$ cat src/hw/rtl/motion_window_activity_detector_macros.svh
// Assertion helpers for the activity detector.
// MWAD_ASSERT checks a property that is ignored while reset is high;
// MWAD_ASSERT_ALWAYS checks it on every clock edge, reset included.
`ifndef MOTION_WINDOW_ACTIVITY_DETECTOR_MACROS_SVH
`define MOTION_WINDOW_ACTIVITY_DETECTOR_MACROS_SVH
`ifndef SYNTHESIS
`define MWAD_ASSERT(label, clk, rst, prop) \
  label: assert property (@(posedge clk) disable iff (rst) prop) \
    else $error("mwad assertion failed");
`define MWAD_ASSERT_ALWAYS(label, clk, prop) \
  label: assert property (@(posedge clk) prop) \
    else $error("mwad assertion failed");
`else
`define MWAD_ASSERT(label, clk, rst, prop)
`define MWAD_ASSERT_ALWAYS(label, clk, prop)
`endif
`endif

$ cat src/hw/rtl/mwad_pkg.sv
`default_nettype none

package mwad_pkg;

  // Window length default and field widths
  localparam int WINDOW_DEFAULT = 35;
  localparam int AXIS_W         = 16;
  localparam int MAG_W          = 32;
  localparam int COUNT_W        = 7;
  localparam int S_DATA_W       = 48;
  localparam int M_DATA_W       = 16;

  // Configuration port
  localparam int REG_ADDR_W = 4;
  localparam int REG_DATA_W = 32;
  localparam logic [1:0] REG_LOW_LIMIT       = 2'd0;
  localparam logic [1:0] REG_HIGH_LIMIT      = 2'd1;
  localparam logic [1:0] REG_COUNT_THRESHOLD = 2'd2;

  // Register reset values: band of 0.975 g to 1.025 g at 256 LSB per g
  localparam logic [MAG_W-1:0]   LOW_LIMIT_RESET  = 32'd62301;
  localparam logic [MAG_W-1:0]   HIGH_LIMIT_RESET = 32'd68853;
  localparam logic [COUNT_W-1:0] THRESHOLD_RESET  = 7'd7;

  typedef struct packed {
    logic [MAG_W-1:0]   low_limit_sq;
    logic [MAG_W-1:0]   high_limit_sq;
    logic [COUNT_W-1:0] count_threshold;
  } cfg_t;

  typedef struct packed {
    logic [MAG_W-1:0] xx;
    logic [MAG_W-1:0] yy;
    logic [MAG_W-1:0] zz;
  } sq_t;

  typedef struct packed {
    logic [COUNT_W-1:0] count;
    logic [COUNT_W-1:0] fill;
  } win_status_t;

endpackage

`default_nettype wire

$ cat src/hw/rtl/mwad_regs.sv
`default_nettype none

module mwad_regs (
  input  wire logic                             clk,
  input  wire logic                             rst,
  input  wire logic                             psel,
  input  wire logic                             penable,
  input  wire logic                             pwrite,
  input  wire logic [mwad_pkg::REG_ADDR_W-1:0]  paddr,
  input  wire logic [mwad_pkg::REG_DATA_W-1:0]  pwdata,
  output logic      [mwad_pkg::REG_DATA_W-1:0]  prdata,
  output logic                                  pready,
  output mwad_pkg::cfg_t                        cfg
);

  logic       wr_en;
  logic [1:0] reg_idx;

  assign pready  = 1'b1;
  assign wr_en   = psel && penable && pwrite;
  assign reg_idx = paddr[3:2];

  // Write registers; writes past the list are dropped
  always_ff @(posedge clk) begin
    if (rst) begin
      cfg.low_limit_sq    <= mwad_pkg::LOW_LIMIT_RESET;
      cfg.high_limit_sq   <= mwad_pkg::HIGH_LIMIT_RESET;
      cfg.count_threshold <= mwad_pkg::THRESHOLD_RESET;
    end else if (wr_en) begin
      unique case (reg_idx)
        mwad_pkg::REG_LOW_LIMIT:       cfg.low_limit_sq    <= pwdata;
        mwad_pkg::REG_HIGH_LIMIT:      cfg.high_limit_sq   <= pwdata;
        mwad_pkg::REG_COUNT_THRESHOLD: begin
          cfg.count_threshold <= pwdata[mwad_pkg::COUNT_W-1:0];
        end
        default: ;
      endcase
    end
  end

  // Read back
  always_comb begin
    unique case (reg_idx)
      mwad_pkg::REG_LOW_LIMIT:       prdata = cfg.low_limit_sq;
      mwad_pkg::REG_HIGH_LIMIT:      prdata = cfg.high_limit_sq;
      mwad_pkg::REG_COUNT_THRESHOLD: prdata = mwad_pkg::REG_DATA_W'(cfg.count_threshold);
      default:                       prdata = '0;
    endcase
  end

endmodule

`default_nettype wire

$ cat src/hw/rtl/mwad_square.sv
`default_nettype none

module mwad_square (
  input  wire logic                           clk,
  input  wire logic                           rst,
  input  wire logic                           in_valid,
  output logic                                in_ready,
  input  wire logic [mwad_pkg::S_DATA_W-1:0]  in_data,
  output logic                                out_valid,
  input  wire logic                           out_ready,
  output mwad_pkg::sq_t                       out_sq
);

  localparam int AW = mwad_pkg::AXIS_W;

  // Input register stage
  logic                 a_valid;
  logic                 a_ready;
  logic signed [AW-1:0] a_x;
  logic signed [AW-1:0] a_y;
  logic signed [AW-1:0] a_z;

  logic signed [mwad_pkg::MAG_W-1:0] xx;
  logic signed [mwad_pkg::MAG_W-1:0] yy;
  logic signed [mwad_pkg::MAG_W-1:0] zz;

  assign a_ready  = !a_valid || out_ready || !out_valid;
  assign in_ready = a_ready;

  always_ff @(posedge clk) begin
    if (rst) begin
      a_valid <= 1'b0;
    end else if (a_ready) begin
      a_valid <= in_valid;
    end
  end

  always_ff @(posedge clk) begin
    if (in_valid && a_ready) begin
      a_x <= in_data[AW-1:0];
      a_y <= in_data[2*AW-1:AW];
      a_z <= in_data[3*AW-1:2*AW];
    end
  end

  // Square each axis; results are non-negative and fit 32 bits
  assign xx = a_x * a_x;
  assign yy = a_y * a_y;
  assign zz = a_z * a_z;

  // Product register stage
  always_ff @(posedge clk) begin
    if (rst) begin
      out_valid <= 1'b0;
    end else if (!out_valid || out_ready) begin
      out_valid <= a_valid;
    end
  end

  always_ff @(posedge clk) begin
    if (a_valid && (!out_valid || out_ready)) begin
      out_sq.xx <= $unsigned(xx);
      out_sq.yy <= $unsigned(yy);
      out_sq.zz <= $unsigned(zz);
    end
  end

endmodule

`default_nettype wire

$ cat src/hw/rtl/mwad_window.sv
`default_nettype none

module mwad_window #(
  parameter int WINDOW = mwad_pkg::WINDOW_DEFAULT
) (
  input  wire logic                           clk,
  input  wire logic                           rst,
  input  wire mwad_pkg::cfg_t                 cfg,
  input  wire logic                           in_valid,
  output logic                                in_ready,
  input  wire mwad_pkg::sq_t                  in_sq,
  output logic                                out_valid,
  input  wire logic                           out_ready,
  output logic [mwad_pkg::M_DATA_W-1:0]       out_data,
  output mwad_pkg::win_status_t               status
);

  localparam int FILL_W = $clog2(WINDOW + 1);
  localparam int CW     = mwad_pkg::COUNT_W;

  logic [WINDOW-1:0]          marks;
  logic [WINDOW-1:0]          marks_next;
  logic [FILL_W-1:0]          fill;
  logic [FILL_W-1:0]          fill_next;
  logic [FILL_W-1:0]          count;
  logic [FILL_W-1:0]          count_next;
  logic [mwad_pkg::MAG_W-1:0] mag;
  logic                       moving;
  logic                       full;
  logic                       drop;
  logic                       take;
  logic                       detect_next;
  logic                       res_moving;
  logic [CW-1:0]              res_count;
  logic                       res_detect;

  assign in_ready = !out_valid || out_ready;
  assign take     = in_valid && in_ready;

  // Squared magnitude against the band
  assign mag    = in_sq.xx + in_sq.yy + in_sq.zz;
  assign moving = (mag < cfg.low_limit_sq) || (mag > cfg.high_limit_sq);

  // Shift the new mark in; the oldest leaves once the window is full
  always_comb begin
    full        = (fill == FILL_W'(WINDOW));
    drop        = full && marks[WINDOW-1];
    marks_next  = WINDOW'({marks, moving});
    fill_next   = full ? fill : fill + FILL_W'(1);
    count_next  = count - FILL_W'(drop) + FILL_W'(moving);
    detect_next = CW'(count_next) > cfg.count_threshold;
  end

  // Window state
  always_ff @(posedge clk) begin
    if (rst) begin
      marks <= '0;
      fill  <= '0;
      count <= '0;
    end else if (take) begin
      marks <= marks_next;
      fill  <= fill_next;
      count <= count_next;
    end
  end

  // Result register
  always_ff @(posedge clk) begin
    if (rst) begin
      out_valid <= 1'b0;
    end else if (in_ready) begin
      out_valid <= in_valid;
    end
  end

  always_ff @(posedge clk) begin
    if (take) begin
      res_moving <= moving;
      res_count  <= CW'(count_next);
      res_detect <= detect_next;
    end
  end

  assign out_data = mwad_pkg::M_DATA_W'({res_detect, res_count, res_moving});

  assign status.count = CW'(count);
  assign status.fill  = CW'(fill);

endmodule

`default_nettype wire

$ cat src/hw/rtl/motion_window_activity_detector.sv
// Channel   Dir  Handshake          Payload
// s_*       in   s_tvalid/s_tready  s_tdata: accel_x, accel_y, accel_z
// m_*       out  m_tvalid/m_tready  m_tdata: sample_moving, moving_count, detected
// apb       in   psel/penable       low_limit_sq, high_limit_sq, count_threshold
//
// Up to one sample per cycle while m_tready holds high; each result word
// passes through the input register, square register and result register.
// The window count update feeds the count register back through combinational logic.
// Reset clears all stage valids, the window marks, fill level and count, and
// loads the register defaults. A stall on m_tready backs up stage by stage;
// s_tready drops only when all three stages hold a word.
`default_nettype none
`include "motion_window_activity_detector_macros.svh"

module motion_window_activity_detector #(
  parameter int WINDOW = mwad_pkg::WINDOW_DEFAULT
) (
  input  wire logic                             clk,
  input  wire logic                             rst,
  input  wire logic                             s_tvalid,
  output logic                                  s_tready,
  // [15:0] accel_x, [31:16] accel_y, [47:32] accel_z
  input  wire logic [mwad_pkg::S_DATA_W-1:0]    s_tdata,
  output logic                                  m_tvalid,
  input  wire logic                             m_tready,
  // [0] sample_moving, [7:1] moving_count, [8] detected, [15:9] zero
  output logic      [mwad_pkg::M_DATA_W-1:0]    m_tdata,
  input  wire logic                             psel,
  input  wire logic                             penable,
  input  wire logic                             pwrite,
  input  wire logic [mwad_pkg::REG_ADDR_W-1:0]  paddr,
  input  wire logic [mwad_pkg::REG_DATA_W-1:0]  pwdata,
  output logic      [mwad_pkg::REG_DATA_W-1:0]  prdata,
  output logic                                  pready
);

  mwad_pkg::cfg_t        cfg;
  mwad_pkg::sq_t         sq;
  mwad_pkg::win_status_t status;
  logic                  sq_valid;
  logic                  sq_ready;

  mwad_regs u_regs (
    .clk     (clk),
    .rst     (rst),
    .psel    (psel),
    .penable (penable),
    .pwrite  (pwrite),
    .paddr   (paddr),
    .pwdata  (pwdata),
    .prdata  (prdata),
    .pready  (pready),
    .cfg     (cfg)
  );

  mwad_square u_square (
    .clk       (clk),
    .rst       (rst),
    .in_valid  (s_tvalid),
    .in_ready  (s_tready),
    .in_data   (s_tdata),
    .out_valid (sq_valid),
    .out_ready (sq_ready),
    .out_sq    (sq)
  );

  mwad_window #(
    .WINDOW (WINDOW)
  ) u_window (
    .clk       (clk),
    .rst       (rst),
    .cfg       (cfg),
    .in_valid  (sq_valid),
    .in_ready  (sq_ready),
    .in_sq     (sq),
    .out_valid (m_tvalid),
    .out_ready (m_tready),
    .out_data  (m_tdata),
    .status    (status)
  );

  // Checks
  `MWAD_ASSERT(a_count_le_fill, clk, rst, status.count <= status.fill)
  `MWAD_ASSERT(a_fill_le_window, clk, rst, status.fill <= mwad_pkg::COUNT_W'(WINDOW))
  `MWAD_ASSERT(a_stall_from_out, clk, rst, !s_tready |-> (m_tvalid && !m_tready))
  `MWAD_ASSERT_ALWAYS(a_empty_after_reset, clk, $past(rst) |-> !m_tvalid)

endmodule

`default_nettype wire
$ cat config.mk
export PLATFORM = sky130hd
export DESIGN_NAME = motion_window_activity_detector
export DESIGN_NICKNAME = d
export VERILOG_FILES = /design/src/hw/rtl/mwad_pkg.sv /design/src/hw/rtl/mwad_regs.sv /design/src/hw/rtl/mwad_square.sv /design/src/hw/rtl/mwad_window.sv /design/src/hw/rtl/motion_window_activity_detector.sv
export VERILOG_INCLUDE_DIRS = /design/src /design/src/hw/rtl
export SDC_FILE = /design/constraint.sdc
export NUM_CORES = 2
export LEC_CHECK = 0
export ABC_AREA = 1
export BUFFER_PORTS_ARGS = -buffer_cell sky130_fd_sc_hd__clkbuf_2
export CAP_MARGIN = 40
export CORE_MARGIN = 5
export CORE_UTILIZATION = 35
export CTS_CLUSTER_SIZE = 28
export DETAILED_ROUTE_END_ITERATION = 6
export PLACE_DENSITY = 0.5
export SLEW_MARGIN = 20
export SYNTH_ARGS = -nofsm -noshare
export SYNTH_HDL_FRONTEND = slang
export SYNTH_SLANG_ARGS = --single-unit
$ cat constraint.sdc
create_clock -name clk -period 8.1 [get_ports clk]
set_input_delay 0.81 -clock clk [delete_from_list [all_inputs] [get_ports clk]]
set_output_delay 0.81 -clock clk [all_outputs]
set_load 0.005 [all_outputs]
==> impl_metrics.prom <==
# TYPE chip_impl_metric gauge
chip_impl_info{name="run_status",value="finished, final reports clean"} 1
chip_impl_metric{name="drive_gt1_share",unit="%"} 5.731
chip_impl_metric{name="worst-slew-pin-transition",unit="ns"} 0.8724
chip_impl_metric{name="holdBufCountCts",unit=""} 0
chip_impl_info{name="synth-main-ff-cell",value="sky130_fd_sc_hd__edfxtp_1"} 1
chip_impl_metric{name="report.final.setup_viol",unit=""} 0
chip_impl_info{name="hold_start",value="s_tdata[27]"} 1
chip_impl_metric{name="ios",unit=""} 142
chip_impl_info{name="critical_path.reg2reg.startpoint",value="u_square.a_y[15]"} 1
chip_impl_metric{name="critical_path_required",unit="ns"} 8.44
chip_impl_metric{name="cts_made_buffers",unit=""} 37
chip_impl_metric{name="ys.warnings.count",unit=""} 0
chip_impl_info{name="rsz0062_at_grt",value="no"} 1
chip_impl_metric{name="critPathBufInv",unit=""} 4
chip_impl_metric{name="fin_hold_ws",unit="ns"} 0.3891
chip_impl_info{name="cp_top_family",value="adder cells"} 1
chip_impl_metric{name="synth_area",unit="um2"} 41440
chip_impl_metric{name="num_vias",unit=""} 29590
chip_impl_info{name="hold_path_class",value="input pin to flop"} 1
chip_impl_metric{name="setup.reg_to_reg.worst_slack",unit="ns"} 1.69
chip_impl_metric{name="cp_data_arrival_time",unit="ns"} 6.75
chip_impl_metric{name="yosys_register_bits",unit=""} 270
chip_impl_metric{name="overall_die_area",unit="um2"} 125400
chip_impl_metric{name="post_synth.cell_area_avg",unit="um2"} 8.637
chip_impl_metric{name="timing.final.max_slew_violations",unit=""} 0
chip_impl_metric{name="layout_nets",unit=""} 6076
chip_impl_metric{name="period_share",unit="%"} 79.08
chip_impl_metric{name="floorplan.rows",unit=""} 126
chip_impl_metric{name="drtPass1Iterations",unit=""} 5
chip_impl_metric{name="relSlewSlack",unit="%"} 41.84
chip_impl_info{name="worstPathCellList",value="buf_4 > nand2_1 > inv_1 > fa_1 > fa_1 > inv_1 > fa_1 > fa_1 > fa_1 > fa_1 > inv_1 > ha_1 > nand2_1 > o21ai_0 > a21oi_1 > or2_2 > nand2_1 > nor2_1 > nand2_1 > nand2_1"} 1
chip_impl_metric{name="postSynth.asyncResetShare",unit="%"} 0
chip_impl_metric{name="critical_path_peak_fanout",unit=""} 19
chip_impl_metric{name="route.detailed.wl_per_inst",unit="um"} 15.72
chip_impl_metric{name="max_capacitance_violation_count",unit=""} 0
chip_impl_info{name="tritoncts",value="yes"} 1
chip_impl_metric{name="worstSkewPairLatency",unit="ns"} 0.59
chip_impl_metric{name="die_width",unit="um"} 354.1
chip_impl_info{name="critical_path.startpoint_type",value="flop"} 1
chip_impl_metric{name="nFillCells",unit=""} 12170
chip_impl_metric{name="violation_count_after_the_first_detailed_route_iteration",unit=""} 1542
chip_impl_metric{name="core-area",unit="um2"} 117800
chip_impl_metric{name="synth_seq_area_share",unit="%"} 16.64
chip_impl_metric{name="synth_edf_count",unit=""} 149
chip_impl_info{name="clk_root_buffer_cell",value="sky130_fd_sc_hd__clkbuf_16"} 1
chip_impl_metric{name="die_y",unit="um"} 354.1
chip_impl_info{name="worst_path_max_delay_cell",value="sky130_fd_sc_hd__edfxtp_1"} 1
chip_impl_metric{name="start_util",unit="%"} 35.19
chip_impl_info{name="setup.worst_path.end_class",value="flop"} 1
chip_impl_metric{name="grt_util_all_layers",unit="%"} 16.62
chip_impl_metric{name="synth_cells",unit=""} 4798
chip_impl_metric{name="post_cts_resized",unit=""} 0
chip_impl_metric{name="hold_violations",unit=""} 0
chip_impl_metric{name="clock-sinks",unit=""} 270
chip_impl_metric{name="detail_route.vias_per_cell",unit=""} 4.595
chip_impl_metric{name="clock_skew",unit="ns"} 0.02344
chip_impl_info{name="critical_path_class",value="flop to flop"} 1
chip_impl_metric{name="antenna_found_initial",unit=""} 4
chip_impl_metric{name="routed_wl",unit="um"} 101200
chip_impl_metric{name="routabilityCongestion",unit=""} 0.8927
chip_impl_metric{name="netlist-cell-type-count",unit=""} 47
chip_impl_metric{name="drcViolationCount",unit=""} 0
chip_impl_metric{name="clk_pin_slew_worst_paths",unit="ns"} 0.07
chip_impl_metric{name="ant_nets",unit=""} 0
chip_impl_metric{name="max_freq",unit="GHz"} 0.1561
chip_impl_metric{name="clock_tree.buffer_depth",unit=""} 3
chip_impl_metric{name="max_stage_delay",unit="ns"} 0.83
chip_impl_metric{name="setup-tns-final",unit="ns"} 0
chip_impl_metric{name="maximum_number_of_pins_on_one_net_before_global_route_repair",unit=""} 78
chip_impl_metric{name="grt_remaining_overflow",unit=""} 0
chip_impl_info{name="critical-path-top-cell-by-count",value="sky130_fd_sc_hd__fa_1"} 1
chip_impl_metric{name="grt_pass1_vias",unit=""} 31500
chip_impl_metric{name="grt_pass1_wl",unit="um"} 167400
chip_impl_metric{name="final.min_clock_period",unit="ns"} 6.406
chip_impl_metric{name="htree_num_levels",unit=""} 2
chip_impl_metric{name="syn_to_final_growth",unit="%"} 8.925
chip_impl_metric{name="io_buffer_count",unit=""} 130
chip_impl_metric{name="detailedPlacementHpwl",unit="um"} 84920
chip_impl_info{name="critical_path.startpoint",value="u_square.a_y[15]"} 1
chip_impl_metric{name="cts_setup_buffers",unit=""} 0
## layout make-up
cell class	count	area [um2]	area share [%]
clock buffers	47	1066	2.362
multi-input cells	3074	29020	64.28
flip-flops and latches	270	6897	15.28
repair buffers	162	988.4	2.190
inverters	1331	4999	11.07
well taps	1536	1922	4.258
diodes	1	2.502	0.005544
clock inverters	19	247.7	0.5489
## Yosys cell counts (3+ instances only)
library cell,instances,share of area [%]
sky130_fd_sc_hd__a21o_1,21,0.38
sky130_fd_sc_hd__clkbuf_1,113,1.0
sky130_fd_sc_hd__nand3_2,4,0.097
sky130_fd_sc_hd__buf_4,13,0.24
sky130_fd_sc_hd__o21ai_1,11,0.13
sky130_fd_sc_hd__a21oi_1,229,2.8
sky130_fd_sc_hd__o22ai_1,25,0.38
sky130_fd_sc_hd__buf_2,4,0.048
sky130_fd_sc_hd__dfxtp_1,121,5.8
sky130_fd_sc_hd__nand2_1,812,7.4
sky130_fd_sc_hd__xnor2_1,54,1.1
sky130_fd_sc_hd__xor2_1,90,1.9
sky130_fd_sc_hd__nor3_1,37,0.45
sky130_fd_sc_hd__a31oi_1,6,0.091
sky130_fd_sc_hd__o211ai_1,26,0.47
sky130_fd_sc_hd__nand3_1,100,1.2
sky130_fd_sc_hd__o221ai_1,8,0.17
sky130_fd_sc_hd__a21oi_2,5,0.11
sky130_fd_sc_hd__inv_2,7,0.063
sky130_fd_sc_hd__inv_1,1324,12
sky130_fd_sc_hd__o21bai_1,19,0.34
sky130_fd_sc_hd__nand2_2,3,0.045
sky130_fd_sc_hd__nand4_1,32,0.48
sky130_fd_sc_hd__edfxtp_1,149,11
sky130_fd_sc_hd__or2_2,20,0.30
sky130_fd_sc_hd__o21a_1,7,0.13
sky130_fd_sc_hd__a21boi_0,7,0.13
sky130_fd_sc_hd__nor2_2,4,0.060
sky130_fd_sc_hd__o21ai_2,5,0.11
sky130_fd_sc_hd__nor2_1,256,2.3
sky130_fd_sc_hd__fa_1,752,36
sky130_fd_sc_hd__ha_1,357,11
sky130_fd_sc_hd__nand3b_1,3,0.054
sky130_fd_sc_hd__o21ai_0,154,1.9
## registers in the layout, indices dropped and copies added, names as in the netlist
| name | flops |
|---|---|
| u_window.count | 6 |
| u_window.out_valid | 1 |
| u_window.fill | 6 |
| u_window.res_detect | 1 |
| u_window.marks | 35 |
| u_square.out_valid | 1 |
| u_square.a_y | 16 |
| u_regs.cfg | 71 |
| u_square.a_valid | 1 |
| u_square.out_sq | 93 |
| u_square.a_x | 16 |
| u_square.a_z | 16 |
| u_window.res_moving | 1 |
| u_window.res_count | 6 |
## kinds of logic (layout without fill, tap and decap cells)
kind of cell	count (synthesis)	after routing	synth area share (%)
buffers and inverters	1464	1559	13.43
AND/OR/NAND/NOR	1282	1282	12.62
adder cells (fa/ha/maj)	1109	1109	47.11
AO/OA/AOI/OAI	527	527	7.141
flip-flops	270	270	16.64
XOR/XNOR	144	144	3.044
other	2	13	0.01812
## placed cells by master (no fill, tap or decap), types with 54 or more instances in the layout
cell and count:
sky130_fd_sc_hd__o21ai_0 154, sky130_fd_sc_hd__xor2_1 90, sky130_fd_sc_hd__clkbuf_2 130, sky130_fd_sc_hd__edfxtp_1 149
sky130_fd_sc_hd__ha_1 357, sky130_fd_sc_hd__a21oi_1 229, sky130_fd_sc_hd__xnor2_1 54, sky130_fd_sc_hd__nand2_1 812
sky130_fd_sc_hd__nor2_1 256, sky130_fd_sc_hd__inv_1 1321, sky130_fd_sc_hd__fa_1 752, sky130_fd_sc_hd__dfxtp_1 121
sky130_fd_sc_hd__nand3_1 100
## worst paths after layout
| path | to | cells after the start |
|---|---|---|
| setup / recovery | u_square.out_sq[63] | 20 |
| hold / removal | u_square.a_y[11] | 1 |
| setup reg to reg | u_square.out_sq[63] | 20 |
| hold reg to reg | u_window.marks[34] | 2 |
## per-stage QoR
step | cells | util, % | worst slack [ns] | area, um2
4_1_cts | 6432 | 38.24 | 1.685 | 45040
3_5_place_dp | 6366 | 37.13 | 1.721 | 43720
6_report | 6440 | 38.33 | 1.694 | 45140
5_1_grt | 6440 | 38.33 | 1.290 | 45140
2_1_floorplan | 4808 | - | 2.385 | 41480
3_3_place_gp | 6363 | 37.06 | 1.734 | 43650
## routing by layer
metal	GRT usage (%)	vias up	part of all wire, %
met1	23.25	14460	47
met5	0	-	0
met4	4.816	0	3.0
li1	-	14520	-
met2	27.53	510	46
met3	1.633	101	3.8
Power is left out: the tool's default activity adds up to more than one toggle a clock period on the data nets, which glitch-free logic cannot reach.
